<file path="config.mk">
export PLATFORM = sky130hd
export DESIGN_NAME = nnc_ram
export DESIGN_NICKNAME = d
export VERILOG_FILES = /design/src/hw/rtl/nnc_ram.sv
export SDC_FILE = /design/constraint.sdc
export NUM_CORES = 1
export LEC_CHECK = 0
export ABC_AREA = 1
export BUFFER_PORTS_ARGS = -buffer_cell sky130_fd_sc_hd__buf_4
export CORE_MARGIN = 4
export CORE_UTILIZATION = 43
export DETAILED_ROUTE_END_ITERATION = 10
export PLACE_DENSITY_LB_ADDON = 0.1
export SYNTH_ARGS = -nofsm -noshare
export SYNTH_HDL_FRONTEND = slang
export SYNTH_SLANG_ARGS = --single-unit
</file>
<file path="constraint.sdc">
create_clock -name i_clk -period 1.4 [get_ports i_clk]
set_clock_uncertainty 0.05 [all_clocks]
set_input_delay 0.28 -clock i_clk [delete_from_list [all_inputs] [get_ports i_clk]]
set_output_delay 0.28 -clock i_clk [all_outputs]
set_load 0.02 [all_outputs]
</file>
<file path="src/hw/rtl/nnc_ram.sv">
// Generic single-write, single-read synchronous RAM with registered read data.
// No dependencies.
module nnc_ram #(
    parameter int WIDTH = 8,
    parameter int DEPTH = 16
) (
    input  logic                     i_clk,
    input  logic                     i_we,
    input  logic [$clog2(DEPTH)-1:0] i_waddr,
    input  logic [WIDTH-1:0]         i_wdata,
    input  logic                     i_re,
    input  logic [$clog2(DEPTH)-1:0] i_raddr,
    output logic [WIDTH-1:0]         o_rdata
);

    logic [WIDTH-1:0] mem [DEPTH];
    logic [WIDTH-1:0] r_rdata;

    always_ff @(posedge i_clk) begin
        if (i_we) begin
            mem[i_waddr] <= i_wdata;
        end
        if (i_re) begin
            r_rdata <= mem[i_raddr];
        end
    end

    assign o_rdata = r_rdata;

endmodule

</file>
# [Yosys cells after proc, flatten, opt, wreduce, memory -nomap -nowiden]
# Memory sizes are Yosys's and may differ from the RTL's. A register that Yosys moved wholly into a read port is not among the register bits.
# Index checks and enable logic that the tools add are counted.
[op_classes] mux=2
[ops] cell="$mux W1" count=2
[totals] word_cells=3 inputBits=19 out_inout_bits=8 mem_bits_rw=128 ff_bits=0 memories=1
[mem_list] memory="mem" depth=16 word_bits=8 read_ports=1 rd_clocked_by_memory_dff=1 write_ports=1 line="16" text="logic [WIDTH-1:0] mem [DEPTH];"

# [Logic depth before layout (Yosys ltp)]
[depth] word_depth=2 depth_mapped=8 depth_no_buf=7

# [Worst setup path after synthesis]
# No wires, ideal clock.
[synth_timing] kind="input to register" start="in i_waddr[2]" end="mem mem[10][0] (enable)" setup_time_ps=370 n_path_buf=0 t_required_ps=980 arrival_ps=861 path_slack_ps=119 path_stages=2 cell_sequence="nand3b_1 > nor2_1"
[synth_rtl] element="from (decl)" line="9" text="input logic [$clog2(DEPTH)-1:0] i_waddr,"
[synth_rtl] element="to (decl)" line="16"
# No word-level cell before the write port.

# [Final worst setup path]
[layout_timing] start="reg r_rdata[3], in the netlist o_rdata[3], read port of mem" end="out o_rdata[3]"
[layout_rtl] element="from (decl)" line="17" text="logic [WIDTH-1:0] r_rdata;"
[layout_rtl] element="to (decl)" line="13" text="output logic [WIDTH-1:0] o_rdata"
# No word-level cell between the ends.

==> impl_metrics.tcl <==
set metrics [dict create \
    cts_max_level 4 \
    cp_top_family "flip-flops" \
    fin_area_mm2 0.006949 \
    fill_cells 1190 \
    syn_nets 570 \
    die_w_um 124.6 \
    cp-start-kind "register" \
    io_pins 27 \
    cts_tree "yes" \
    ys_ff_latch 136 \
    post_drt_wl_per_cell_um 17.56 \
    cpPeakStageDelay_ns 0.48 \
    critPathKind "register to primary output" \
    crit_path_end_kind "primary output" \
    grt_setup_unrepaired "yes" \
    cts.sinks 136 \
    pre_cts_slack_ns -0.1356 \
    yosys_warnings 0 \
    netlist_instances 551 \
    status "complete, but fails checks" \
    slew_violations 0 \
    route.detailed.drc 0 \
    mostFrequentLayoutCells "nand2_1, edfxtp_1, inv_1, nand3_1, buf_4" \
    fmax_mhz 711.0 \
    max_cap_viol_count 0 \
    leakage_nw 3.005 \
    start_util 0.4398 \
    nets 621 \
    die_h_um 124.6 \
    drive_above_1_share 0.1366 \
    fp.dieArea_mm2 0.01553 \
    slowest_stage "edfxtp_1" \
    vias_per_cell 4.879 \
    synth_area_per_cell_um2 10.61 \
    max_slew.worst_pin.slew_ns 0.3469 \
    grt_pass1_wl_um 22160 \
    clockBufferDepth 2 \
    antenna_found_initial 0 \
    hold_viol_final 0 \
    netlist-cell-type-count 11 \
    vias 3859 \
    cp.required_ns 1.07 \
    grt_start_max_net_pins 46 \
    clock_latency_ns 0.42 \
    arrival_ns 1.08 \
    cts_buffers 17 \
    antenna_cells 0 \
    drtAntennaViolNets 0 \
    wl_um 13890 \
    hold_class "input pin to register" \
    dp_hpwl_um 8784 \
    final_common_cell "nand2_1" \
    cts_root_buf "clkbuf_16" \
    grtUsageTotal 0.1924 \
    synth_area_mm2 0.005847 \
    core_area_mm2 0.01330 \
    peakVddDrop_v 0.0006793 \
    path_cells "buf_6" \
    violations "setup timing" \
    grt_pass1_vias 3752 \
    num_rows 42 \
    place.gp.congestion 0.8267 \
    critPathMaxFanout 1 \
    min_period_ns 1.406 \
    cp_num_buf_inv 1 \
    hold_buffers 0 \
    port_buffers 26 \
    dr.pass1.iters 6 \
    clkTransAtPathRegs_ns 0.06 \
    setup_viol 1 \
    syn2layout_area_growth_pct 18.85 \
    relSlewSlack 0.7685 \
    postCtsSetupBuffers 0 \
    overflow 0 \
    min_period_over_period 1.005 \
    p_per_area_mw_per_mm2 1326 \
    dpl_cell_area_mm2 0.006421 \
    fin_util 0.5227 \
    yosysSeqAreaShare 0.6985 \
    drt_iter0_drc 299 \
    worst_slack_ns -0.006413 \
]
sequential cells by signal, summed over array words and instances, names as in the netlist:
signal	count
mem	128
o_rdata	8
cells by family (layout without fill, tap and decap cells):
| group | after synthesis | count (layout) | synth area share |
|---|---|---|---|
| DFF | 136 | 136 | 0.6985 |
| and+or+nand+nor | 289 | 289 | 0.2076 |
| buffers and inverters | 126 | 190 | 0.09394 |
repair_timing:
action | CTS | global route
setup endpoints to repair | 2 | 2
gates resized for setup | 2 | 0
hold endpoints to repair | 0 | 0
pin swaps | 0 | 0
routing by layer:
| layer | global-route usage | vias to the layer above | routed length (um) |
|---|---|---|---|
| met1 | 0.2767 | 1831 | 6473 |
| met4 | 0.07286 | 0 | 252 |
| met3 | 0.04288 | 19 | 838 |
| met5 | 0 | - | 0 |
| met2 | 0.2863 | 126 | 6325 |
| li1 | - | 1883 | - |
stage by stage:
step	setup TNS, ns	total power [mW]	hold slack, ns	std cells
3_5_place_dp	-0.5968	5.366	0.5810	759
6_report	-0.006413	9.214	0.1554	791
3_3_place_gp	-0.6155	5.362	0.5755	759
5_1_grt	-0.04226	9.589	0.1387	791
2_1_floorplan	0	5.040	0.3289	551
4_1_cts	-0.03190	9.306	0.1395	791
worst paths after layout:
kind | start | endpoint | slack [ns] | depth (start not counted)
setup / recovery | o_rdata[3]$_DFFE_PP_ | o_rdata[3] | -0.006 | 1
hold / removal | i_wdata[2] | mem[14][2]$_DFFE_PP_ | 0.16 | 1
setup reg to reg | mem[9][0]$_DFFE_PP_ | o_rdata[0]$_DFFE_PP_ | 0.20 | 6
hold reg to reg | mem[12][2]$_DFFE_PP_ | o_rdata[2]$_DFFE_PP_ | 0.68 | 6
power by group:
part	internal [mW]	switching [mW]	total (mW)
logic	0.231	0.422	0.653
registers	4.59	0.0337	4.62
clock network	2.38	1.55	3.94
total	7.21	2.01	9.21
synthesized netlist by cell type:
cell type    n  area, um2
buf_1        1      3.750
buf_2       13      65.06
buf_4        4      30.03
buf_6        6      67.56
edfxtp_1   136       4084
inv_1      100      375.4
inv_2        2      7.510
nand2_1    173      649.4
nand3_1     97      485.5
nand3b_1     2      15.01
nor2_1      17      63.81
final cells by class:
class | count | area, um2 | area share
inverters | 102 | 382.9 | 0.05510
multi-input cells | 289 | 1214 | 0.1746
repair buffers | 56 | 528.0 | 0.07598
clock inverters | 13 | 87.58 | 0.01260
well taps | 176 | 220.2 | 0.03169
flip-flops and latches | 136 | 4084 | 0.5877
clock buffers | 19 | 432.9 | 0.06230
Note: power is estimated with default switching activity, not from simulation.
