### src/hw/rtl/nnc_pkg.sv
// Shared types, widths and constants for the nearest neighbor classifier.
// No dependencies; every other RTL file except nnc_ram imports this package.
package nnc_pkg;

    // Table geometry and feature precision
    localparam int TABLE_DEPTH  = 128;
    localparam int FEATURE_BITS = 8;
    localparam int IDX_W        = $clog2(TABLE_DEPTH);

    // Fixed field widths at the ports
    localparam int SLOT_W  = 7;
    localparam int LABEL_W = 2;
    localparam int CFG_W   = 8;
    localparam int DIST_W  = 18;
    localparam int COUNT_W = 16;
    localparam int FEAT_IN_W = 8;

    // Internal distance width: four squares of FEATURE_BITS differences
    localparam int SQ_W        = 2 * FEATURE_BITS;
    localparam int DIST_FULL_W = SQ_W + 2;
    localparam int DIST_CMP_W  = (DIST_FULL_W > DIST_W) ? DIST_FULL_W : DIST_W;
    localparam int LIM_W       = (CFG_W > IDX_W + 1) ? CFG_W : IDX_W + 1;
    localparam int SLOT_CHK_W  = (SLOT_W > IDX_W + 1) ? SLOT_W : IDX_W + 1;

    localparam logic [DIST_W-1:0]  DIST_MAX  = '1;
    localparam logic [COUNT_W-1:0] COUNT_MAX = '1;

    // Confusion matrix: three known classes
    localparam int NUM_CLASSES = 3;
    localparam int CELLS       = NUM_CLASSES * NUM_CLASSES;
    localparam int CELL_W      = $clog2(CELLS);

    localparam logic [LABEL_W-1:0] UNKNOWN_CLASS = 2'd3;

    // Stream kinds and register map
    localparam logic KIND_LOAD     = 1'b0;
    localparam logic KIND_CLASSIFY = 1'b1;
    localparam logic REG_ENTRIES   = 1'b0;

    localparam logic [CFG_W-1:0] ENTRIES_RESET = 8'd120;

    typedef logic [3:0][FEATURE_BITS-1:0] t_feat_vec;

    typedef struct packed {
        logic [LABEL_W-1:0] cls;
        t_feat_vec          feat;
    } t_entry;

    localparam int ENTRY_W = $bits(t_entry);

    typedef struct packed {
        logic                   done;
        logic [IDX_W-1:0]       idx;
        logic [LABEL_W-1:0]     cls;
        logic [DIST_FULL_W-1:0] dist_sq;
    } t_search_res;

    typedef struct packed {
        logic              valid;
        logic [CELL_W-1:0] cell_idx;
    } t_conf_req;

    typedef struct packed {
        logic               done;
        logic [COUNT_W-1:0] count;
    } t_conf_rsp;

    // Clamp the internal distance to the port width
    function automatic logic [DIST_W-1:0] sat_dist(input logic [DIST_FULL_W-1:0] d);
        logic [DIST_CMP_W-1:0] wide;
        wide = DIST_CMP_W'(d);
        if (wide > DIST_CMP_W'(DIST_MAX)) begin
            return DIST_MAX;
        end
        return DIST_W'(wide);
    endfunction

endpackage

### src/hw/rtl/nnc_search.sv
// Table walk: issues one training-table read per cycle, runs a distance
// pipeline (squares, sum, compare) and keeps the running best entry.
// Depends on nnc_pkg.
module nnc_search
    import nnc_pkg::*;
(
    input  logic             i_clk,
    input  logic             i_rst_n,
    input  logic             i_start,
    input  t_feat_vec        i_sample,
    input  logic [IDX_W-1:0] i_last,
    output logic             o_rd_en,
    output logic [IDX_W-1:0] o_rd_addr,
    input  t_entry           i_rd_data,
    output t_search_res      o_res
);

    // Address issue
    logic             r_issue;
    logic [IDX_W-1:0] r_addr;

    // Pipeline: stage 1 = RAM data, stage 2 = squares, stage 3 = sum
    logic                      r_v1, r_v2, r_v3;
    logic                      r_last1, r_last2, r_last3;
    logic [IDX_W-1:0]          r_idx1, r_idx2, r_idx3;
    logic [LABEL_W-1:0]        r_cls2, r_cls3;
    logic [3:0][SQ_W-1:0]      r_sq2;
    logic [DIST_FULL_W-1:0]    r_dist3;

    // Running best
    logic                      r_done;
    logic [IDX_W-1:0]          r_best_idx;
    logic [LABEL_W-1:0]        r_best_cls;
    logic [DIST_FULL_W-1:0]    r_best_dist;

    logic [3:0][SQ_W-1:0]      sq;
    logic [DIST_FULL_W-1:0]    sum;

    assign o_rd_en   = r_issue;
    assign o_rd_addr = r_addr;

    // Per-feature absolute difference and square
    always_comb begin
        for (int f = 0; f < 4; f++) begin
            logic [FEATURE_BITS-1:0] d;
            d = (i_sample[f] >= i_rd_data.feat[f]) ? i_sample[f] - i_rd_data.feat[f]
                                                   : i_rd_data.feat[f] - i_sample[f];
            sq[f] = SQ_W'(d * d);
        end
    end

    assign sum = DIST_FULL_W'(r_sq2[0]) + DIST_FULL_W'(r_sq2[1])
               + DIST_FULL_W'(r_sq2[2]) + DIST_FULL_W'(r_sq2[3]);

    // Control: issue counter and stage valids
    always_ff @(posedge i_clk) begin
        if (!i_rst_n) begin
            r_issue <= 1'b0;
            r_v1    <= 1'b0;
            r_v2    <= 1'b0;
            r_v3    <= 1'b0;
            r_done  <= 1'b0;
        end else begin
            if (i_start) begin
                r_issue <= 1'b1;
            end else if (r_issue && r_addr == i_last) begin
                r_issue <= 1'b0;
            end
            r_v1   <= r_issue;
            r_v2   <= r_v1;
            r_v3   <= r_v2;
            r_done <= r_v3 && r_last3;
        end
    end

    // Datapath
    always_ff @(posedge i_clk) begin
        if (i_start) begin
            r_addr <= '0;
        end else if (r_issue) begin
            r_addr <= r_addr + 1'b1;
        end
        r_idx1  <= r_addr;
        r_last1 <= (r_addr == i_last);
        r_idx2  <= r_idx1;
        r_last2 <= r_last1;
        r_cls2  <= i_rd_data.cls;
        r_sq2   <= sq;
        r_idx3  <= r_idx2;
        r_last3 <= r_last2;
        r_cls3  <= r_cls2;
        r_dist3 <= sum;
        // entry 0 seeds the best; later ones replace it only when strictly closer
        if (r_v3 && (r_idx3 == '0 || r_dist3 < r_best_dist)) begin
            r_best_idx  <= r_idx3;
            r_best_cls  <= r_cls3;
            r_best_dist <= r_dist3;
        end
    end

    assign o_res = '{done: r_done, idx: r_best_idx, cls: r_best_cls, dist_sq: r_best_dist};

endmodule

### config.mk
export PLATFORM = sky130hd
export DESIGN_NAME = nnc_search
export DESIGN_NICKNAME = d
export VERILOG_FILES = /design/src/hw/rtl/nnc_pkg.sv /design/src/hw/rtl/nnc_search.sv
export SDC_FILE = /design/constraint.sdc
export NUM_CORES = 1
export LEC_CHECK = 0
export BUFFER_PORTS_ARGS = -buffer_cell sky130_fd_sc_hd__buf_2
export CORE_ASPECT_RATIO = 2
export CORE_MARGIN = 3
export CORE_UTILIZATION = 50
export DETAILED_ROUTE_END_ITERATION = 10
export GPL_TIMING_DRIVEN = 0
export HOLD_SLACK_MARGIN = 0.05
export PLACE_DENSITY = 0.65
export SLEW_MARGIN = 30
export SYNTH_ARGS = -nofsm -noshare
export SYNTH_HDL_FRONTEND = slang
export SYNTH_SLANG_ARGS = --single-unit
### constraint.sdc
create_clock -name i_clk -period 22.2 [get_ports i_clk]
set_clock_uncertainty 0.2 [all_clocks]
set_input_delay 3.33 -clock i_clk [delete_from_list [all_inputs] [get_ports i_clk]]
set_output_delay 3.33 -clock i_clk [all_outputs]
set_load 0.02 [all_outputs]
# --- Yosys cells after proc, flatten, opt, wreduce, memory -nomap -nowiden ---
# Index checks and enable logic that the tools add are counted.
classes:
  addsub: 12
  n_mul: 4
  n_lt_le_gt_ge: 5
  eq_ne: 1
  muxes: 6
  reduce_logical: 6
ops:
  columns: ["cell", "count"]
  rows:
  - ["$mul 8x8->16", 4]
  - ["$sub 8x8->8", 8]
  - ["$ge 8x8->1", 4]
  - ["$mux 8", 4]
  - ["$add 17x16->18", 1]
  - ["$add 18x16->18", 1]
  - ["$lt 18x18->1", 1]
  - ["$add 16x16->17", 1]
  - ["$add 7x1->7 const B", 1]
  - ["$eq 7x7->1", 1]
  - ["$logic_not 7->1", 1]
  - ["$logic_and 1x1->1", 3]
  - ["$mux 1", 2]
  - ["$reduce_bool 2->1", 1]
  - ["$logic_or 1x1->1", 1]
totals:
  regBits: 149
  out_inout_bits: 36
  elab_cells: 56

# --- Depth between registers and ports, before layout ---
# Gate-level depths: netlist of the first run.
logic_depth:
  ltp_word: 4
  depth_mapped: 31
  ltp_nobuf: 31

# --- Least setup slack after synthesis of the first run ---
# No wires, ideal clock.
synth_timing:
  kind: "input -> register"
  start: "input port i_sample[0] (netlist name)"
  end: "register r_sq2[15] (netlist name)"
  setup_ps: 72
  arrival_time_ps: 9162
  path_slack_ps: 12765
  path_stages: 25
  path_cell_list: "inv_1 -> ha_1 -> inv_1 -> fa_1 -> a21o_1 -> a2111oi_1 -> o21ai_1 -> o21ai_4 -> mux2i_1 -> xor2_1 -> or2_1 -> inv_1 -> fa_1 -> fa_1 -> inv_1 -> fa_1 -> fa_1 -> inv_1 -> ha_1 -> a21oi_1 -> nor2b_1 -> o2111ai_1 -> nand2_1 -> o41ai_1 -> xnor2_1"
synth_lines:
  columns: ["element", "line", "rtl"]
  rows:
  - ["start: declaration", "nnc_search.sv:10", "input t_feat_vec i_sample,"]
  - ["end signal: assignment", "nnc_search.sv:88", "r_sq2 <= sq;"]
  - ["end: declaration", "nnc_search.sv:27", "logic [3:0][SQ_W-1:0] r_sq2;"]

==> results of run 1 <==
## worst max-delay path, stage by stage
cell	delay [ns]
buf_2	0.10
inv_1	0.05
ha_1	0.17
inv_1	0.06
fa_1	0.39
a21o_1	0.18
a2111oi_1	0.51
o21ai_1	0.24
o21ai_4	0.19
mux2i_1	0.26
xor2_1	0.66
or2_1	0.23
inv_1	0.06
fa_1	0.49
fa_1	0.56
inv_1	0.06
fa_1	0.50
fa_1	0.54
inv_1	0.04
ha_1	0.32
a21oi_1	0.21
nor2b_1	0.09
o2111ai_1	0.17
nand2_1	0.10
o41ai_1	0.32
xnor2_1	0.18
## cells in the final DEF, fill, tap and decap left out, drive strengths merged, types with 3 or more instances in the layout
cell       n
inv      296
ha       214
nor2     164
fa       136
buf      121
dfxtp    118
xnor2     83
a21oi     76
o21ai     41
nand2     35
xor2      32
edfxtp    27
mux2i     25
nor2b     23
or2       22
nor3      21
o21bai    21
clkbuf    21
a21o      20
nand3     16
nand4     11
o21a      11
or3       10
nand2b    10
o2111ai    9
and2       7
a31oi      7
and3       6
a21boi     6
clkinv     5
o41a       4
mux2       3
a31o       3
a211oi     3
conb       3
o31ai      3
nand3b     3
## layout make-up
class / instances / area share
multi-input combinational: 1052 / 0.627
timing repair buffer: 113 / 0.0363
inverter: 287 / 0.0682
buffer: 12 / 0.00396
sequential: 145 / 0.201
clock inverter: 15 / 0.00895
clock buffer: 17 / 0.0269
tap: 352 / 0.0279
## cell usage after synthesis (all sizes together), types with 4 or more instances
cell / n
a21boi: 6
a21o: 20
a21oi: 76
a31oi: 7
and2: 7
and3: 6
buf: 8
clkbuf: 4
dfxtp: 118
edfxtp: 27
fa: 136
ha: 214
inv: 287
mux2i: 25
nand2: 35
nand2b: 10
nand3: 16
nand4: 11
nor2: 164
nor2b: 23
nor3: 21
o2111ai: 9
o21a: 11
o21ai: 41
o21bai: 21
o41a: 4
or2: 22
or3: 10
xnor2: 83
xor2: 32
## metal layers
metal | vias to the layer above | wire [µm]
met5 | - | 0
met4 | 0 | 648
met3 | 35 | 530
met2 | 141 | 15900
met1 | 4896 | 9610
li1 | 5109 | -
## final timing paths
path	to	slack, ns	startpoint
hold reg to reg	r_idx2[2]	0.12	r_idx1[2]
setup reg to reg	r_dist3[15]	18.26	r_sq2[2]
hold / removal	r_idx2[2]	0.12	r_idx1[2]
setup / recovery	r_sq2[15]	12.31	i_sample[0]
## metrics by stage
stage | std cells | hold slack (ns) | setup slack, ns | instance area [µm²]
2_1_floorplan | 1496 | 0.110 | 12.77 | 14200
3_3_place_gp | 1958 | 0.110 | 11.95 | 15200
3_5_place_dp | 1961 | 0.112 | 11.85 | 15200
4_1_cts | 1993 | 0.121 | 12.23 | 15800
5_1_grt | 1993 | 0.124 | 11.80 | 15800
6_report | 1993 | 0.121 | 12.31 | 15800
## registers in the layout, indices dropped and copies added, names as in the netlist
signal and count:
r_v1 1, r_last1 1, r_best_dist 18, r_v2 1, r_idx1 7, r_v3 1
r_dist3 18, o_rd_en 1, r_best_idx 7, r_idx2 7, r_last2 1, r_sq2 60
r_best_cls 2, r_done 1, r_last3 1, r_cls3 2, o_rd_addr 7, r_cls2 2
r_idx3 7
## cell families after synthesis
family,share of synthesized area
compound gates,0.105
buf+inv,0.0802
simple gates,0.112
mux,0.0211
flops,0.223
fa+ha+maj,0.380
xor+xnor,0.0778
other cells,0.000529
==> metrics.csv, run 1 <==
metric,value,unit
status,finished clean,
Initial Util,0.512,
Synth warnings,0,
DP HPWL,23100,µm
WP data arrival,10.02,ns
"FF+latch count, synth",145,
asr flop ratio synth,0,
Slew HR,0.372,
Util after Layout,0.569,
CP Launch Type,input port,
GRT met2 Usage,0.374,
"Seq/Total Area, Yosys",0.223,
hold depth,0,
grt met1 use,0.173,
nets,2054,
Post-Route WL,26700,µm
r2r worst-path depth,13,
"Setup violations, final",0,
critical path class,in2reg,
initial antenna violation count,0,
Inserted Clock Buffers,17,
Worst Path Required,22.33,ns
Multi-input gate area,9910,µm²
first-pass GRT wire length,46000,µm
Tmin final,9.89,ns
CTS tree,done,
DR pass1 iterations,6,
clk buf depth,2,
vias in the first global route,10700,
RSZ-0062 raised after global routing,false,
Final Max Tran Viols,0,
Vias/cell,5.11,
register area,3170,µm²
Root Driver,clkbuf_16,
fmax,101,MHz
Die Area,30600,µm²
core area,27800,µm²
clk slew on worst S/H paths,0.07,ns
Post-synth top flop,dfxtp_1,
total track usage,0.178,
Core Rows,86,
Die X,125,µm
DRC,0,
Num Clock Sinks,145,
post-synthesis cell type count,79,
met3 global-route usage,0.0188,
Routed wire per std cell,13.4,µm
post-route ant nets,0,
fillcell total,2520,
largest area contributor in the netlist,fa_1,
ranking of synthesized cells by area,"fa_1 (19%), ha_1 (19%), dfxtp_1 (17%)",
gr ovfl total,0,
Diodes inserted,0,
Fin. Hold Viols,0,
fin crit share,0.445,
Final TNS setup,0,ns
CP max FO,9,
Yosys top cell area share,0.192,
# resized after CTS,0,
IO Count,112,
clk_lat worst skew,0.41,ns
gpl congestion,0.822,
Max-Cap Viols,0,
Synth Area per Inst,9.50,µm²
PortBufs,110,
post-cts hold buffer count,0,
Top Usage Layer GRT,met2,
cell count after synthesis,1495,
Area Overhead vs Synth,11.2,%
setup bufs post-CTS,0,
H-Tree Level Count,4,
total number of vias,10200,
Detailed Route Iter0 Violations,224,
Post-Syn Area,14200,µm²
Hold Crit Class,reg2reg,
Die Y,244,µm
crit path capture type,flip-flop,
layout cells sized above 1,0.127,
largest net degree at the start of global routing,17,
Post-synth EDFFs,27,
measured slew at the worst slew-check pin,0.916,ns
Power of run 1 is left out: the tool's default activity adds up to more than one toggle a clock period on the data nets, which glitch-free logic cannot reach.
==> inputs of run 2 (changes only) <==
--- a/config.mk
+++ b/config.mk
@@ -5,6 +5,7 @@
 export SDC_FILE = /design/constraint.sdc
 export NUM_CORES = 1
 export LEC_CHECK = 0
+export ABC_AREA = 1
 export BUFFER_PORTS_ARGS = -buffer_cell sky130_fd_sc_hd__buf_2
 export CORE_ASPECT_RATIO = 2
 export CORE_MARGIN = 3
==> constraint.sdc (replaced) <==
create_clock -name i_clk -period 9.7 [get_ports i_clk]
set_clock_uncertainty 0.2 [all_clocks]
set_input_delay 1.455 -clock i_clk [delete_from_list [all_inputs] [get_ports i_clk]]
set_output_delay 1.455 -clock i_clk [all_outputs]
set_load 0.02 [all_outputs]
==> run 2 against run 1 <==
  * Routed wire length grew 11%
  * Core utilization is essentially flat
  * Setup slack worse by 9.6 ns
  * First-iteration DRC count is 48% higher
  * Via count is 12% higher
  * Synthesized cell count rose by 21%
  * Final area rose by 4.7%
  * Critical path depth rose by 3
  * Critical endpoint is now r_sq2[44]
  * Clock-buffer cell count did not move
  * Highest routed layer unchanged
==> metrics.csv, run 2 <==
metric,value,unit
Routed wire per std cell,12.8,µm
Reg with most FFs,r_sq2,
Vias/cell,4.92,
DP HPWL,25800,µm
Final Max Tran Viols,0,
first-pass GRT wire length,51600,µm
Die X,128,µm
fillcell total,2687,
asr flop ratio synth,0,
post-route ant nets,0,
Die Y,250,µm
Synth Area per Inst,8.25,µm²
Placed Instance Area,15900,µm²
largest area contributor in the netlist,fa_1,
Post-Route WL,29700,µm
max FFs per register,60,
core area,29100,µm²
Post-synth EDFFs,27,
nets,2364,
CTS tree,done,
H-Tree Level Count,4,
DRC,0,
crit path capture type,flip-flop,
cell count after synthesis,1806,
dominant cell by count in the synthesized netlist,inv_1,
Final TNS setup,0,ns
CP max stage delay,0.55,ns
WP data arrival,7.09,ns
DR pass1 iterations,5,
most frequent cells in the layout,"inv_1 (371), nand2_1 (316), ha_1 (214)",
Max-Cap Viols,0,
Inserted Clock Buffers,17,
post-synthesis cell type count,46,
Synth warnings,0,
clk_lat worst skew,0.43,ns
final instance area,16500,µm²
Die Area,32000,µm²
fmax,144,MHz
# resized after CTS,0,
largest net degree at the start of global routing,21,
clk slew on worst S/H paths,0.07,ns
measured slew at the worst slew-check pin,0.522,ns
Fin. Hold Viols,0,
fin crit share,0.716,
gr ovfl total,0,
Most Frequent Cell on Critical Path,nand2_1,
initial antenna violation count,0,
PortBufs,111,
Diodes inserted,0,
Hold Crit Class,reg2reg,
total track usage,0.194,
Tmin final,6.94,ns
"FF+latch count, synth",145,
Yosys top cell area share,0.183,
Post-synth top cells,"inv_1 (371), nand2_1 (316), ha_1 (214), nor2_1 (138), fa_1 (136)",
Core Rows,88,
Worst Path Required,9.84,ns
Num Clock Sinks,145,
setup bufs post-CTS,0,
Detailed Route Iter0 Violations,332,
clk buf depth,2,
RSZ-0062 raised after global routing,false,
status,finished clean,
Slew HR,0.648,
biggest regs,"r_sq2: 60 flops, r_best_dist: 18 flops, r_dist3: 18 flops",
CP max FO,9,
layout cells sized above 1,0.123,
critical path class,in2reg,
"most common cell after layout, fill and taps aside",inv_1,
"Seq/Total Area, Yosys",0.213,
register area,3170,µm²
"Setup violations, final",0,
Root Driver,clkbuf_16,
post-cts hold buffer count,0,
total number of vias,11400,
Post-synth top flop,dfxtp_1,
IO Count,112,
CP Launch Type,input port,
Initial Util,0.512,
critical path's slowest cell,fa_1,
ranking of synthesized cells by area,"fa_1 (18%), ha_1 (18%), dfxtp_1 (16%)",
Multi-input gate area,10200,µm²
Post-Syn Area,14900,µm²
Area Overhead vs Synth,11.1,%
vias in the first global route,12000,
gpl congestion,0.904,
-- run 2: cell count changes in the layout (fill, tap and decap cells not counted), sizes merged, moves of 19 or more --
cell | before | now
nand3 | 16 | 59
inv | 296 | 394
xor2 | 32 | 60
or2 | 22 | 3
mux2i | 25 | 0
nand2 | 35 | 351
a21oi | 76 | 102
nor2b | 23 | 0
xnor2 | 83 | 46
-- run 2: cells by family (layout without fill, tap and decap cells) --
logic type,count (synthesis),in the layout,synth area share
buffers and inverters,398,542,0.104
other,2,3,0.000504
flip-flops,145,145,0.213
AND/OR/NAND/NOR,595,595,0.174
AO/OA/AOI/OAI,210,210,0.0829
adder cells (fa/ha/maj),350,350,0.363
XOR/XNOR,106,106,0.0623
-- run 2: worst paths after layout --
check               startpoint           to  slack, ns  cells after the start
setup / recovery  i_sample[16]    r_sq2[44]       2.76                     29
hold reg to reg      r_idx1[1]    r_idx2[1]       0.13                      0
hold / removal       r_idx1[1]    r_idx2[1]       0.13                      0
setup reg to reg      r_sq2[2]  r_dist3[11]       6.47                     12
-- run 2: per-layer routing --
layer  global-route usage  vias up  routed length, µm
li1                     -     5866                  -
met1                0.188     5291              10800
met2                0.400      159              17400
met3               0.0194       49                675
met4               0.0777        0                895
met5                    0        -                  0
-- run 2: area by class of cell --
cell class,instances,share of cell area
clock buffers,17,0.0257
multi-input cells,1264,0.615
repair buffers,112,0.0352
plain buffers,12,0.00597
well taps,360,0.0272
flip-flops and latches,145,0.192
inverters,386,0.0878
clock inverters,15,0.0109
-- run 2: stage by stage --
step                utilization  hold slack [ns]  instances  worst slack (ns)
finish                    0.569            0.128       2311              2.76
global route              0.569            0.137       2311              2.27
CTS                       0.569            0.131       2311              2.76
detailed placement        0.548            0.114       2279              2.32
global placement          0.547            0.110       2278              2.36
floorplan                     -            0.110       1807              3.02
-- run 2: critical path: cells and delay by family --
family	cells	cell delay, ns
buf+inv	7	0.53
fa+ha+maj	6	2.47
compound gates	5	1.14
xor+xnor	2	0.38
simple gates	9	1.08
Power of run 2 is left out for the same reason.
