--- src/hw/rtl/nnc_pkg.sv ---
// Shared types, widths and constants for the nearest neighbor classifier.
// No dependencies; every other RTL file except nnc_ram imports this package.
package nnc_pkg;

    // Table geometry and feature precision
    localparam int TABLE_DEPTH  = 128;
    localparam int FEATURE_BITS = 8;
    localparam int IDX_W        = $clog2(TABLE_DEPTH);

    // Fixed field widths at the ports
    localparam int SLOT_W  = 7;
    localparam int LABEL_W = 2;
    localparam int CFG_W   = 8;
    localparam int DIST_W  = 18;
    localparam int COUNT_W = 16;
    localparam int FEAT_IN_W = 8;

    // Internal distance width: four squares of FEATURE_BITS differences
    localparam int SQ_W        = 2 * FEATURE_BITS;
    localparam int DIST_FULL_W = SQ_W + 2;
    localparam int DIST_CMP_W  = (DIST_FULL_W > DIST_W) ? DIST_FULL_W : DIST_W;
    localparam int LIM_W       = (CFG_W > IDX_W + 1) ? CFG_W : IDX_W + 1;
    localparam int SLOT_CHK_W  = (SLOT_W > IDX_W + 1) ? SLOT_W : IDX_W + 1;

    localparam logic [DIST_W-1:0]  DIST_MAX  = '1;
    localparam logic [COUNT_W-1:0] COUNT_MAX = '1;

    // Confusion matrix: three known classes
    localparam int NUM_CLASSES = 3;
    localparam int CELLS       = NUM_CLASSES * NUM_CLASSES;
    localparam int CELL_W      = $clog2(CELLS);

    localparam logic [LABEL_W-1:0] UNKNOWN_CLASS = 2'd3;

    // Stream kinds and register map
    localparam logic KIND_LOAD     = 1'b0;
    localparam logic KIND_CLASSIFY = 1'b1;
    localparam logic REG_ENTRIES   = 1'b0;

    localparam logic [CFG_W-1:0] ENTRIES_RESET = 8'd120;

    typedef logic [3:0][FEATURE_BITS-1:0] t_feat_vec;

    typedef struct packed {
        logic [LABEL_W-1:0] cls;
        t_feat_vec          feat;
    } t_entry;

    localparam int ENTRY_W = $bits(t_entry);

    typedef struct packed {
        logic                   done;
        logic [IDX_W-1:0]       idx;
        logic [LABEL_W-1:0]     cls;
        logic [DIST_FULL_W-1:0] dist_sq;
    } t_search_res;

    typedef struct packed {
        logic              valid;
        logic [CELL_W-1:0] cell_idx;
    } t_conf_req;

    typedef struct packed {
        logic               done;
        logic [COUNT_W-1:0] count;
    } t_conf_rsp;

    // Clamp the internal distance to the port width
    function automatic logic [DIST_W-1:0] sat_dist(input logic [DIST_FULL_W-1:0] d);
        logic [DIST_CMP_W-1:0] wide;
        wide = DIST_CMP_W'(d);
        if (wide > DIST_CMP_W'(DIST_MAX)) begin
            return DIST_MAX;
        end
        return DIST_W'(wide);
    endfunction

endpackage

--- src/hw/rtl/nnc_ram.sv ---
// Generic single-write, single-read synchronous RAM with registered read data.
// No dependencies.
module nnc_ram #(
    parameter int WIDTH = 8,
    parameter int DEPTH = 16
) (
    input  logic                     i_clk,
    input  logic                     i_we,
    input  logic [$clog2(DEPTH)-1:0] i_waddr,
    input  logic [WIDTH-1:0]         i_wdata,
    input  logic                     i_re,
    input  logic [$clog2(DEPTH)-1:0] i_raddr,
    output logic [WIDTH-1:0]         o_rdata
);

    logic [WIDTH-1:0] mem [DEPTH];
    logic [WIDTH-1:0] r_rdata;

    always_ff @(posedge i_clk) begin
        if (i_we) begin
            mem[i_waddr] <= i_wdata;
        end
        if (i_re) begin
            r_rdata <= mem[i_raddr];
        end
    end

    assign o_rdata = r_rdata;

endmodule

--- src/hw/rtl/nnc_confusion.sv ---
// Confusion matrix: nine saturating counters in a small RAM, updated by a
// read-increment-write sequence. Per-cell valid bits make reset read as zero.
// Depends on nnc_pkg and nnc_ram.
module nnc_confusion
    import nnc_pkg::*;
(
    input  logic      i_clk,
    input  logic      i_rst_n,
    input  t_conf_req i_req,
    output t_conf_rsp o_rsp
);

    logic [CELLS-1:0]   r_valid;
    logic               r_pend;
    logic               r_rd_valid;
    logic [CELL_W-1:0]  r_cell;
    logic [COUNT_W-1:0] rd_data;
    logic [COUNT_W-1:0] cur;
    logic [COUNT_W-1:0] nxt;

    nnc_ram #(
        .WIDTH (COUNT_W),
        .DEPTH (CELLS)
    ) u_counts (
        .i_clk   (i_clk),
        .i_we    (r_pend),
        .i_waddr (r_cell),
        .i_wdata (nxt),
        .i_re    (i_req.valid),
        .i_raddr (i_req.cell_idx),
        .o_rdata (rd_data)
    );

    // Increment with saturation; an unwritten cell counts from zero
    assign cur = r_rd_valid ? rd_data : '0;
    assign nxt = (cur == COUNT_MAX) ? cur : cur + 1'b1;

    // Requests come one at a time, so the write-back never overlaps a read
    always_ff @(posedge i_clk) begin
        if (!i_rst_n) begin
            r_valid <= '0;
            r_pend  <= 1'b0;
        end else begin
            r_pend <= i_req.valid;
            if (r_pend) begin
                r_valid[r_cell] <= 1'b1;
            end
        end
    end

    always_ff @(posedge i_clk) begin
        if (i_req.valid) begin
            r_cell     <= i_req.cell_idx;
            r_rd_valid <= r_valid[i_req.cell_idx];
        end
    end

    assign o_rsp = '{done: r_pend, count: nxt};

endmodule

--- config.mk ---
export PLATFORM = sky130hd
export DESIGN_NAME = nnc_confusion
export DESIGN_NICKNAME = d
export VERILOG_FILES = /design/src/hw/rtl/nnc_pkg.sv /design/src/hw/rtl/nnc_ram.sv /design/src/hw/rtl/nnc_confusion.sv
export SDC_FILE = /design/constraint.sdc
export NUM_CORES = 1
export LEC_CHECK = 0
export ABC_CLOCK_PERIOD_IN_PS = 3500
export BUFFER_PORTS_ARGS = -buffer_cell sky130_fd_sc_hd__buf_2
export CORE_UTILIZATION = 41
export CTS_BUF_LIST = sky130_fd_sc_hd__clkbuf_8
export CTS_CLUSTER_DIAMETER = 40
export DETAILED_ROUTE_END_ITERATION = 10
export PLACE_DENSITY = 0.58
export SYNTH_ARGS = -nofsm -noshare
export SYNTH_HDL_FRONTEND = slang
export SYNTH_SLANG_ARGS = --single-unit
export TNS_END_PERCENT = 5
--- constraint.sdc ---
create_clock -name i_clk -period 3.5 [get_ports i_clk]
set_input_delay 0.525 -clock i_clk [delete_from_list [all_inputs] [get_ports i_clk]]
set_output_delay 0.525 -clock i_clk [all_outputs]
set_load 0.01 [all_outputs]
# Word-level counts from Yosys, hierarchy flattened

Memory sizes are Yosys's and may differ from the RTL's. A register that Yosys moved wholly into a read port is not among the register bits.
Index checks and enable logic that the tools add are counted.

Flip-flop bits (word level): 15
RAM bits: 144
Input bits: 7
Output and inout bits: 17
Word-level logic and storage cells: 20
Memories kept: 1

$add $sub $neg: 1
Order comparisons: 3
Equality and inequality tests: 1
Muxes and demuxes: 8
Bitwise logic cells: 1
Reductions and logical operators: 1

Memory list:

| memory       | words | bits a word | read ports | clocked after Yosys merged registers in | write ports | line          | text |
|---|---|---|---|---|---|---|---|
| u_counts.mem | 9     | 16          | 1          | 1                                       | 1           | nnc_ram.sv:16 | `logic [WIDTH-1:0] mem [DEPTH];` |

Operators with widths:

| kind                  | number |
|---|---|
| $mux 16               | 2 |
| $add 16x1->16 const B | 1 |
| $eq 16x16->1 const B  | 1 |
| $lt 4x5->1 const B    | 2 |
| $or 9x9->9            | 1 |
| $bmux 1 s4            | 1 |
| $demux 1 s4           | 1 |
| $ge 4x1->1 const B    | 1 |
| $mux 1                | 4 |
| $logic_and 1x1->1     | 1 |

# Longest topological paths before layout

Gate-level depths: netlist (run 1).

Depth after elaboration: 5
Mapped depth: 8
Mapped depth without buffers: 6

# Cells and area by module

From an unflattened synthesis (run 1), not the netlist that was laid out.

Cell total of the unflattened synthesis: 458
Area total of the unflattened synthesis: 7324.5 µm²

Modules (own cells, without submodules):

| module        | instances | cells an instance | area an instance (µm²) | sequential area each (µm²) |
|---|---|---|---|---|
| nnc_ram       | 1         | 323               | 6183.4                 | 4804.6 |
| nnc_confusion | 1         | 135               | 1141.1                 | 350.3 |

# Worst setup path after synthesis (run 1)

OpenSTA, ideal clock, no wires.

Kind: register to output
Start point: reg r_rd_valid
End point: out o_rsp[10] (netlist name)
Data arrival time: 2.360 ns
Required time: 2.975 ns
Setup slack: 0.615 ns
Cell stages (with the launch flop): 9
Path buffers: 2
Path through: edfxtp_1 -> buf_2 -> clkbuf_1 -> and2_1 -> ha_1 -> and3_4 -> nand2_4 -> or4_1 -> a21boi_1

RTL lines:

| element                  | line                | text |
|---|---|---|
| start: declaration       | nnc_confusion.sv:15 | `logic r_rd_valid;` |
| start signal: assignment | nnc_confusion.sv:54 | `r_rd_valid <= r_valid[i_req.cell_idx];` |
| end: declaration         | nnc_confusion.sv:10 | `output t_conf_rsp o_rsp` |

==> results of run 1 <==
## stage by stage
stage	utilization	hold WS, ns	cell area (µm²)	worst slack (ns)	power [W]
after floorplan	-	0.4354	7022	0.6154	0.002527
after global placement	0.4524	0.4442	7530	0.8671	0.002596
after detailed placement	0.4524	0.4554	7530	0.7383	0.002601
after CTS	0.4755	0.3614	7914	0.2041	0.003967
after global routing	0.4755	0.3734	7914	0.05837	0.004066
final	0.4755	0.3985	7914	0.2637	0.003918
## worst max-delay path, cell delays in order, from the launching register on
cell and delay (ns):
sky130_fd_sc_hd__edfxtp_1 0.44, sky130_fd_sc_hd__and2_1 0.21, sky130_fd_sc_hd__ha_1 0.23, sky130_fd_sc_hd__and3_4 0.22, sky130_fd_sc_hd__and4_2 0.19, sky130_fd_sc_hd__nand3_1 0.10
sky130_fd_sc_hd__mux2i_1 0.60, sky130_fd_sc_hd__buf_2 0.26
## per-layer routing
metal / global-route usage / share of wire / vias to the layer above / wire, µm
li1: - / - / 1647 / -
met1: 0.2270 / 0.46 / 1819 / 6143
met2: 0.2659 / 0.49 / 65 / 6577
met3: 0.04291 / 0.042 / 9 / 556
met4: 0.04981 / 0.0070 / 0 / 94
met5: 0 / 0 / - / 0
## flip-flops by register name (all words and copies together), names as in the netlist
register / cells
r_rd_valid: 1
u_counts.mem: 144
r_cell: 4
r_valid: 9
u_counts.o_rdata: 16
r_pend: 1
## cell usage in the layout (no fill, tap or decap), types with 3 or more instances in the layout
master and instances:
sky130_fd_sc_hd__edfxtp_1 165, sky130_fd_sc_hd__mux4_2 34, sky130_fd_sc_hd__nand2_1 31, sky130_fd_sc_hd__buf_4 24, sky130_fd_sc_hd__buf_2 23, sky130_fd_sc_hd__mux2i_1 18, sky130_fd_sc_hd__clkbuf_8 17, sky130_fd_sc_hd__o21ai_1 14
sky130_fd_sc_hd__dfxtp_1 10, sky130_fd_sc_hd__o21a_1 9, sky130_fd_sc_hd__nand4_1 7, sky130_fd_sc_hd__o211ai_1 6, sky130_fd_sc_hd__nor2_2 6, sky130_fd_sc_hd__o21ai_0 5, sky130_fd_sc_hd__inv_1 5, sky130_fd_sc_hd__nand3_1 5
sky130_fd_sc_hd__nand2b_1 5, sky130_fd_sc_hd__and2_1 4, sky130_fd_sc_hd__clkinv_2 4, sky130_fd_sc_hd__nand3b_1 3, sky130_fd_sc_hd__nor3_2 3, sky130_fd_sc_hd__bufinv_16 3
## layout make-up
| class | count | area (µm²) |
|---|---|---|
| tap | 220 | 275.3 |
| clock inverter | 13 | 150.1 |
| sequential | 175 | 5155 |
| multi-input combinational | 188 | 1789 |
| inverter | 4 | 15.01 |
| timing repair buffer | 47 | 295.3 |
| clock buffer | 17 | 234.0 |
| fill | 1406 | 8728 |
## worst paths after layout
kind                       startpoint             endpoint  cells after the start
setup / recovery  u_counts.o_rdata[0]            o_rsp[14]                      7
hold / removal                i_rst_n           r_valid[2]                      2
setup reg to reg  u_counts.o_rdata[0]  u_counts.mem[3][14]                      6
hold reg to reg            r_valid[6]           r_valid[6]                      1
## power groups by stage
stage	logic, W	registers [W]	clock network, W
final	0.000202	0.00235	0.00137
after global routing	0.000225	0.00235	0.00149
after CTS	0.000208	0.00235	0.00141
after detailed placement	0.000207	0.00239	0
after global placement	0.000205	0.00239	0
after floorplan	0.000142	0.00239	0
## logic make-up after synthesis
group,synth area share
AOI/OAI and AO/OA,0.04134
xor gates and xnor gates,0.003743
adders and majority gates,0.001782
buffers and inverters,0.01532
DFF,0.7341
muxes,0.1363
and+or+nand+nor,0.06736
==> key figures, run 1 <==
Floorplanning
  – Full die area: 17650 µm²
  – Placement Rows: 47
  – Core region area: 16640 µm²
  – Number of top-level design ports: 24
  – Initial core utilization: 0.4219
  – Die Width: 132.9 µm
  – Die height: 132.9 µm

Pwr
  – Share of total power in sequential cells: 0.599
  – Switching power share of the total: 0.2103
  – Clock share of power: 0.350
  – Worst supply voltage drop on vdd: 0.0002248 V
  – Combinational cell fraction of total power: 0.052
  – Internal portion of total power: 0.003094 W
  – Switching component of the power: 0.0008240 W
  – Leakage Power: 2.638 nW
  – Total power divided by cell area: 495.0 nW/µm²

Logic synthesis
  – Biggest area consumer among synthesized cells: sky130_fd_sc_hd__edfxtp_1
  – Top cells by area, synth: sky130_fd_sc_hd__edfxtp_1, sky130_fd_sc_hd__mux4_2, sky130_fd_sc_hd__dfxtp_1, sky130_fd_sc_hd__mux2i_1, sky130_fd_sc_hd__nand2_1
  – Part of the Yosys area used for sequential elements: 0.7341
  – Syn. warnings: 0
  – Mean cell area of the mapped netlist: 18.19 µm²
  – List of most frequent post-synthesis cells: sky130_fd_sc_hd__edfxtp_1, sky130_fd_sc_hd__mux4_2, sky130_fd_sc_hd__nand2_1, sky130_fd_sc_hd__mux2i_1, sky130_fd_sc_hd__o21ai_1
  – Cells after synthesis: 386
  – Flip-flop and latch count after synthesis: 175
  – Top_reg_cell synth: sky130_fd_sc_hd__edfxtp_1
  – Most common cell in the synthesized netlist: sky130_fd_sc_hd__edfxtp_1
  – Number of different library cells in the post-synthesis netlist: 45
  – Portion of synthesized cell area occupied by the leading cell type: 0.7056
  – Netlist Area Pre-Place: 7022 µm²
  – Number of enable flip-flop cells after synthesis: 165
  – Post-Synthesis Net Count: 394
  – Proportion of register bits with asynchronous set or reset after synthesis: 0

GRT
  – Number of global-route vias before repair: 3618
  – Global-route wire length before repair: 21.27 mm
  – Aggregate global routing overflow: 0
  – Gr usage total: 0.1673
  – Antenna violations before repair: 0
  – Maximum number of pins on one net before global-route repair: 37

Drt
  – First-pass DRT Iterations: 4
  – Starting DRT DRC Count: 202
  – Average routed wire per standard cell: 20.14 µm
  – Vias per Instance: 5.331
  – Antenna violation net count after detailed routing: 0
  – Number of vias in the routed layout: 3540
  – DRC: 0
  – Wire length reported by the detailed router: 13.37 mm

Clocking
  – TritonCTS clock tree: yes
  – Quantity of gates resized following cts: 0
  – Clock tree root driver cell: sky130_fd_sc_hd__clkbuf_8
  – Post-CTS setup buffer count: 0
  – Clock buffer count from CTS: 17
  – Cts-stage hold buffer count: 0
  – Clk pin slew, worst setup/hold paths: 0.09 ns
  – Worst-Skew Late Latency: 0.45 ns
  – Total clock sinks: 175
  – Buffers from clock root to sink, at most: 2
  – Deepest level of the CTS H-tree: 4

Place
  – Post-DP HPWL: 8.305 mm
  – Input/output buffers: 23
  – Placed Cells incl. Taps: 634
  – GPL Wtd Cong: 0.8196

STA
  – Final period demand of the worst path: 3.236 ns
  – Worst relative slew slack: 0.3814
  – Fin crit share: 0.9247
  – Clock skew after layout: 0.01018 ns
  – Count of endpoints failing setup in the final report: 0
  – Total count of max-transition violations in the final report: 0
  – RSZ-0062 raised after global routing: false
  – Setup TNS: 0 ns
  – Fmax: 309.0 MHz
  – Worst Tran Pin Value: 0.9278 ns
  – Number of hold violations in the final report: 0

Worst setup path
  – Worst Path Max Fanout: 10
  – Slack of the worst reg-to-reg path: 1.20 ns
  – Critical path startpoint category: flop
  – Data required, critical path: 2.97 ns
  – Worst Path Arrival: 2.71 ns
  – Capturing element type of the critical path: output port
  – Worst Path Class, Setup: flop to output port

Outcome
  – Result of the run: finished, final reports clean

Cells and area
  – Net count, final: 441
  – Filler-free cell count of the finished design: 664
  – Synthesis-to-layout area growth: 12.70%
  – Antenna cells: 0
  – Share of post-route cells with drive strength above 1: 0.2815

Job
  – Max_cap viols: 0

Hold path
  – HP Class: input port to flop
Power figures use the tool's default switching activity.
==> run 2, diff against run 1 <==
--- a/config.mk
+++ b/config.mk
@@ -11,7 +11,7 @@
 export CTS_BUF_LIST = sky130_fd_sc_hd__clkbuf_8
 export CTS_CLUSTER_DIAMETER = 40
 export DETAILED_ROUTE_END_ITERATION = 10
-export PLACE_DENSITY = 0.58
+export PLACE_DENSITY = 0.57
 export SYNTH_ARGS = -nofsm -noshare
 export SYNTH_HDL_FRONTEND = slang
 export SYNTH_SLANG_ARGS = --single-unit
==> run 2 against run 1 <==
Compared with the run above: critical path depth is the same; largest cell class unchanged; via count grew 0.82%; fmax shrank 0.11%; utilization grew 0.075 points; total power is essentially flat; global-route usage is essentially flat; critical path type unchanged; design area grew 0.16%.
==> key figures, run 2 (synthesized netlist as in run 1, its figures left out) <==
Worst setup path
  – Data required, critical path: 2.97 ns (about the same)
  – Slack of the worst reg-to-reg path: 1.19 ns (about the same)
  – Critical path startpoint category: flop
  – Worst Path Arrival: 2.71 ns (about the same)
  – Worst Path Max Fanout: 10 (unchanged)
  – Worst Path Class, Setup: flop to output port
  – Capturing element type of the critical path: output port

Pwr
  – Switching component of the power: 0.0008734 W (+6.0%)
  – Worst supply voltage drop on vdd: 0.0002243 V (-0.21%)
  – Leakage Power: 2.635 nW (-0.12%)
  – Internal portion of total power: 0.003048 W (-1.5%)
  – Combinational cell fraction of total power: 0.051 (about the same)
  – Switching power share of the total: 0.2227 (+0.01241)
  – Clock share of power: 0.350 (about the same)
  – Share of total power in sequential cells: 0.598 (about the same)
  – Total power divided by cell area: 494.7 nW/µm² (about the same)

Clocking
  – Clock buffer count from CTS: 17 (unchanged)
  – Deepest level of the CTS H-tree: 4 (unchanged)
  – Total clock sinks: 175 (unchanged)
  – TritonCTS clock tree: yes
  – Clock tree root driver cell: sky130_fd_sc_hd__clkbuf_8
  – Worst-Skew Late Latency: 0.45 ns (about the same)
  – Quantity of gates resized following cts: 0 (unchanged)
  – Cts-stage hold buffer count: 0 (unchanged)
  – Buffers from clock root to sink, at most: 2 (unchanged)
  – Clk pin slew, worst setup/hold paths: 0.09 ns (about the same)
  – Post-CTS setup buffer count: 0 (unchanged)

Drt
  – Average routed wire per standard cell: 19.93 µm (-1.0%)
  – Highest metal layer with signal wires: met4
  – Number of vias in the routed layout: 3569 (+0.82%)
  – Starting DRT DRC Count: 274 (+36%)
  – DRC: 0 (unchanged)
  – Met3 wire len: 675 µm (+21%)
  – Length of routed met2 wiring: 6.518 mm (-0.90%)
  – DRT met1 WL: 5.877 mm (-4.3%)
  – First-pass DRT Iterations: 4 (unchanged)
  – Vias per Instance: 5.359 (+0.52%)
  – Wire length reported by the detailed router: 13.27 mm (-0.73%)
  – Antenna violation net count after detailed routing: 0 (unchanged)

Cells and area
  – Net count, final: 441 (unchanged)
  – Number of fillers in the final layout: 1431 (+1.8%)
  – Share of post-route cells with drive strength above 1: 0.2892 (+0.007706)
  – Synthesis-to-layout area growth: 12.88%
  – Leading cell type in the layout, fill and taps excluded: sky130_fd_sc_hd__edfxtp_1
  – Antenna cells: 0 (unchanged)
  – Fin area: 7926 µm² (+0.16%)
  – Largest register FFs: 144 (unchanged)
  – Highest-count cells in the layout ignoring fill and taps: sky130_fd_sc_hd__edfxtp_1, sky130_fd_sc_hd__mux4_2, sky130_fd_sc_hd__nand2_1
  – Most flops, register: u_counts.mem

STA
  – Total count of max-transition violations in the final report: 0 (unchanged)
  – Final period demand of the worst path: 3.240 ns (+0.003649 ns)
  – Number of hold violations in the final report: 0 (unchanged)
  – Worst relative slew slack: 0.3725 (-0.008972)
  – Fmax: 308.6 MHz (-0.11%)
  – RSZ-0062 raised after global routing: false
  – Fin crit share: 0.9257 (+0.001043)
  – Worst Tran Pin Value: 0.9413 ns (+0.01346 ns)
  – Count of endpoints failing setup in the final report: 0 (unchanged)
  – Setup TNS: 0 ns (unchanged)
  – Clock skew after layout: 0.01350 ns (+0.003325 ns)

GRT
  – Antenna violations before repair: 0 (unchanged)
  – Global-route wire length before repair: 21.24 mm (-0.16%)
  – Maximum number of pins on one net before global-route repair: 37 (unchanged)
  – Gr usage total: 0.1675 (+0.0002396)
  – Aggregate global routing overflow: 0 (unchanged)
  – Number of global-route vias before repair: 3654 (+1.0%)

Outcome
  – Result of the run: finished, final reports clean

Place
  – GPL Wtd Cong: 0.8196 (unchanged)
  – Standard cell area after detailed placement: 7530 µm² (unchanged)
  – Input/output buffers: 23 (unchanged)
  – Post-DP HPWL: 8.142 mm (-2.0%)

Floorplanning
  – Full die area: 17650 µm² (unchanged)
  – Placement Rows: 47 (unchanged)
  – Initial core utilization: 0.4219 (unchanged)
  – Die Width: 132.9 µm (unchanged)
  – Core region area: 16640 µm² (unchanged)
  – Die height: 132.9 µm (unchanged)
  – Number of top-level design ports: 24 (unchanged)

Job
  – Max_cap viols: 0 (unchanged)

Hold path
  – HP Class: input port to flop
run 2: cell count changes in the layout (fill, tap and decap cells not counted), sizes merged:
cell and change:
inv +2, clkinvlp +1, bufinv -1
run 2: cell type report:
| cell class | count | area [µm²] | share of cell area |
|---|---|---|---|
| Clock inverter | 15 | 162.7 | 0.02052 |
| Timing Repair Buffer | 47 | 295.3 | 0.03725 |
| Inverter | 4 | 15.01 | 0.001894 |
| Multi-Input combinational cell | 188 | 1789 | 0.2257 |
| Tap cell | 220 | 275.3 | 0.03473 |
| Clock buffer | 17 | 234.0 | 0.02952 |
| Sequential cell | 175 | 5155 | 0.6504 |
run 2: power groups by stage:
stage	logic [W]	clock network, W	registers [W]
2_1_floorplan	0.000142	0	0.00239
3_3_place_gp	0.000204	0	0.00239
3_5_place_dp	0.000207	0	0.00239
4_1_cts	0.000208	0.00142	0.00235
5_1_grt	0.000226	0.00150	0.00235
6_report	0.000202	0.00137	0.00235
run 2: path summary, 6_finish.rpt:
kind	startpoint	endpoint	depth (start not counted)
worst min-delay path	i_rst_n	r_valid[8]	2
worst min register to register	r_valid[6]	r_valid[6]	1
worst max register to register	u_counts.o_rdata[0]	u_counts.mem[8][14]	6
worst max-delay path	u_counts.o_rdata[0]	o_rsp[14]	7
run 2: worst max-delay path: stages (launching register included):
cell	delay, ns
sky130_fd_sc_hd__edfxtp_1	0.43
sky130_fd_sc_hd__and2_1	0.20
sky130_fd_sc_hd__ha_1	0.24
sky130_fd_sc_hd__and3_4	0.22
sky130_fd_sc_hd__and4_2	0.19
sky130_fd_sc_hd__nand3_1	0.10
sky130_fd_sc_hd__mux2i_1	0.62
sky130_fd_sc_hd__buf_2	0.25
run 2: metal layers:
layer | track usage | up-vias
met2 | 0.2725 | 70
li1 | - | 1651
met5 | 0 | -
met3 | 0.03870 | 14
met1 | 0.2207 | 1834
met4 | 0.05939 | 0
run 2: stage by stage:
step | utilization | hold slack (ns) | power, W | setup slack [ns] | cells
after floorplan | - | 0.4354 | 0.002527 | 0.6154 | 386
after global placement | 0.4524 | 0.4414 | 0.002595 | 0.8659 | 634
after detailed placement | 0.4524 | 0.4535 | 0.002600 | 0.7454 | 634
after CTS | 0.4763 | 0.3535 | 0.003971 | 0.2073 | 666
after global routing | 0.4763 | 0.3678 | 0.004075 | 0.01383 | 666
final | 0.4763 | 0.3926 | 0.003921 | 0.2600 | 666
==> run 3, diff against run 2 <==
--- a/config.mk
+++ b/config.mk
@@ -6,12 +6,12 @@
 export NUM_CORES = 1
 export LEC_CHECK = 0
 export ABC_CLOCK_PERIOD_IN_PS = 3500
-export BUFFER_PORTS_ARGS = -buffer_cell sky130_fd_sc_hd__buf_2
 export CORE_UTILIZATION = 41
 export CTS_BUF_LIST = sky130_fd_sc_hd__clkbuf_8
 export CTS_CLUSTER_DIAMETER = 40
 export DETAILED_ROUTE_END_ITERATION = 10
-export PLACE_DENSITY = 0.57
+export DONT_BUFFER_PORTS = 1
+export PLACE_DENSITY = 0.52
 export SYNTH_ARGS = -nofsm -noshare
 export SYNTH_HDL_FRONTEND = slang
 export SYNTH_SLANG_ARGS = --single-unit
==> run 3 against run 2 <==
Compared with the run above: total power fell by 5.4%; fmax rose by 7.0%; sequential power barely moved; flip-flop and latch count did not move; critical path type unchanged; highest routed layer unchanged.
==> key figures, run 3 (synthesized netlist as in run 1, its figures left out) <==
Clocking
  – Quantity of gates resized following cts: 0 (unchanged)
  – Buffers from clock root to sink, at most: 2 (unchanged)
  – Post-CTS setup buffer count: 0 (unchanged)
  – TritonCTS clock tree: yes
  – Worst-Skew Late Latency: 0.45 ns (about the same)
  – Clk pin slew, worst setup/hold paths: 0.09 ns (about the same)
  – Total clock sinks: 175 (unchanged)
  – Clock tree root driver cell: sky130_fd_sc_hd__clkbuf_8
  – Clock buffer count from CTS: 17 (unchanged)
  – Cts-stage hold buffer count: 0 (unchanged)
  – Deepest level of the CTS H-tree: 4 (unchanged)

Pwr
  – Total power divided by cell area: 480.0 nW/µm² (-3.0%)
  – Worst supply voltage drop on vdd: 0.0002630 V (+17%)
  – Leakage Power: 2.492 nW (-5.4%)

Place
  – GPL Wtd Cong: 0.8053 (-1.7%)
  – Post-DP HPWL: 7.869 mm (-3.4%)
  – Placed Cells incl. Taps: 606 (-4.4%)
  – Input/output buffers: 0 (-100%)
  – Pre-CTS setup slack: 0.9055 ns (+0.1601 ns)
  – Standard cell area after detailed placement: 7385 µm² (-1.9%)

Cells and area
  – Antenna cells: 0 (unchanged)
  – Most flops, register: u_counts.mem
  – Share of post-route cells with drive strength above 1: 0.2350 (-0.05423)
  – Largest register FFs: 144 (unchanged)
  – Net count, final: 413 (-6.3%)
  – Fin area: 7730 µm² (-2.5%)
  – Highest-count cells in the layout ignoring fill and taps: sky130_fd_sc_hd__edfxtp_1, sky130_fd_sc_hd__mux4_2, sky130_fd_sc_hd__nand2_1
  – Leading cell type in the layout, fill and taps excluded: sky130_fd_sc_hd__edfxtp_1
  – Synthesis-to-layout area growth: 10.09%
  – Filler-free cell count of the finished design: 637 (-4.4%)

STA
  – Fin crit share: 0.8651 (-0.06062)
  – Count of endpoints failing setup in the final report: 0 (unchanged)
  – Setup TNS: 0 ns (unchanged)
  – Clock skew after layout: 0.01050 ns (-0.003007 ns)
  – Fmax: 330.3 MHz (+7.0%)
  – Worst relative slew slack: 0.3597 (-0.01274)
  – Worst Setup Slack, final: 0.4722 ns (+0.2122 ns)
  – Final period demand of the worst path: 3.028 ns (-0.2122 ns)
  – RSZ-0062 raised after global routing: false
  – Total count of max-transition violations in the final report: 0 (unchanged)
  – Number of hold violations in the final report: 0 (unchanged)
  – Worst Tran Pin Value: 0.9500 ns (+0.008720 ns)
  – Worst Hold Slack: 0.1755 ns (-0.2170 ns)

Worst setup path
  – Data required, critical path: 2.97 ns (about the same)
  – Critical path startpoint category: flop
  – Worst Path Class, Setup: flop to output port
  – Worst Path Arrival: 2.50 ns (-0.21 ns)
  – Chain of cells forming the critical path: and2_1, ha_1, nand4_1, o211ai_1, o41ai_2
  – WP buf/inv: 0 (-1)
  – Worst Path Max Fanout: 10 (unchanged)
  – Cell class contributing the biggest share of worst-path delay: compound AO/OA/AOI/OAI gates
  – Capturing element type of the critical path: output port
  – CP max stage delay: 0.90 ns (+0.28 ns)
  – Crit-path slowest cell: sky130_fd_sc_hd__o41ai_2

Drt
  – First-pass DRT Iterations: 5 (+1)
  – Antenna violation net count after detailed routing: 0 (unchanged)
  – Average routed wire per standard cell: 20.67 µm (+3.7%)
  – Number of vias in the routed layout: 3438 (-3.7%)
  – Wire length reported by the detailed router: 13.17 mm (-0.78%)
  – Vias per Instance: 5.397 (+0.71%)
  – DRC: 0 (unchanged)
  – Starting DRT DRC Count: 148 (-46%)

Floorplanning
  – Die height: 132.9 µm (unchanged)
  – Core region area: 16640 µm² (unchanged)
  – Number of top-level design ports: 24 (unchanged)
  – Placement Rows: 47 (unchanged)
  – Full die area: 17650 µm² (unchanged)
  – Die Width: 132.9 µm (unchanged)
  – Initial core utilization: 0.4219 (unchanged)

Hold path
  – HP Class: input port to flop

Job
  – Max_cap viols: 0 (unchanged)

GRT
  – Number of global-route vias before repair: 3582 (-2.0%)
  – Gr usage total: 0.1654 (-0.002088)
  – Aggregate global routing overflow: 0 (unchanged)
  – Global-route wire length before repair: 21.01 mm (-1.1%)
  – Antenna violations before repair: 0 (unchanged)
  – Maximum number of pins on one net before global-route repair: 37 (unchanged)

Outcome
  – Result of the run: finished, final reports clean
## run 3: cell types whose count changed in the layout (fill, tap and decap cells not counted), sizes merged
cell      delta
clkinv       -2
bufinv       -1
inv          +1
buf         -28
clkinvlp     +1
## run 3: final cells by class
type / instances / area, µm²
inverters: 4 / 15.01
clock inverters: 14 / 103.9
multi-input cells: 188 / 1804
repair buffers: 19 / 142.6
flip-flops and latches: 175 / 5155
clock buffers: 17 / 234.0
fillers: 1439 / 8912
well taps: 220 / 275.3
## run 3: where the power goes
group          total, W  internal [W]  leakage [nW]  switching [W]
registers       0.00235       0.00232          1.61      0.0000249
clock network   0.00121      0.000542         0.175       0.000672
logic          0.000150     0.0000744         0.705      0.0000753
## run 3: worst paths after layout
check                                    startpoint  slack, ns                  end  cells after the start
worst max register to register  u_counts.o_rdata[0]       1.12  u_counts.mem[8][13]                      5
worst max-delay path            u_counts.o_rdata[0]       0.47            o_rsp[13]                      5
worst min register to register           r_valid[6]       0.47           r_valid[6]                      1
worst min-delay path                       i_req[1]       0.18            r_cell[1]                      0
## run 3: through the flow
stage | power [W] | utilization
after CTS | 0.003763 | 0.4640
after floorplan | 0.002527 | -
after global placement | 0.002541 | 0.4437
final | 0.003711 | 0.4645
after detailed placement | 0.002546 | 0.4437
after global routing | 0.003859 | 0.4645
## run 3: metal layers
layer / track usage / part of all wire / vias up
li1: - / - / 1595
met1: 0.2172 / 0.46 / 1776
met2: 0.2667 / 0.50 / 54
met3: 0.04674 / 0.032 / 13
met4: 0.05172 / 0.010 / 0
met5: 0 / 0 / -
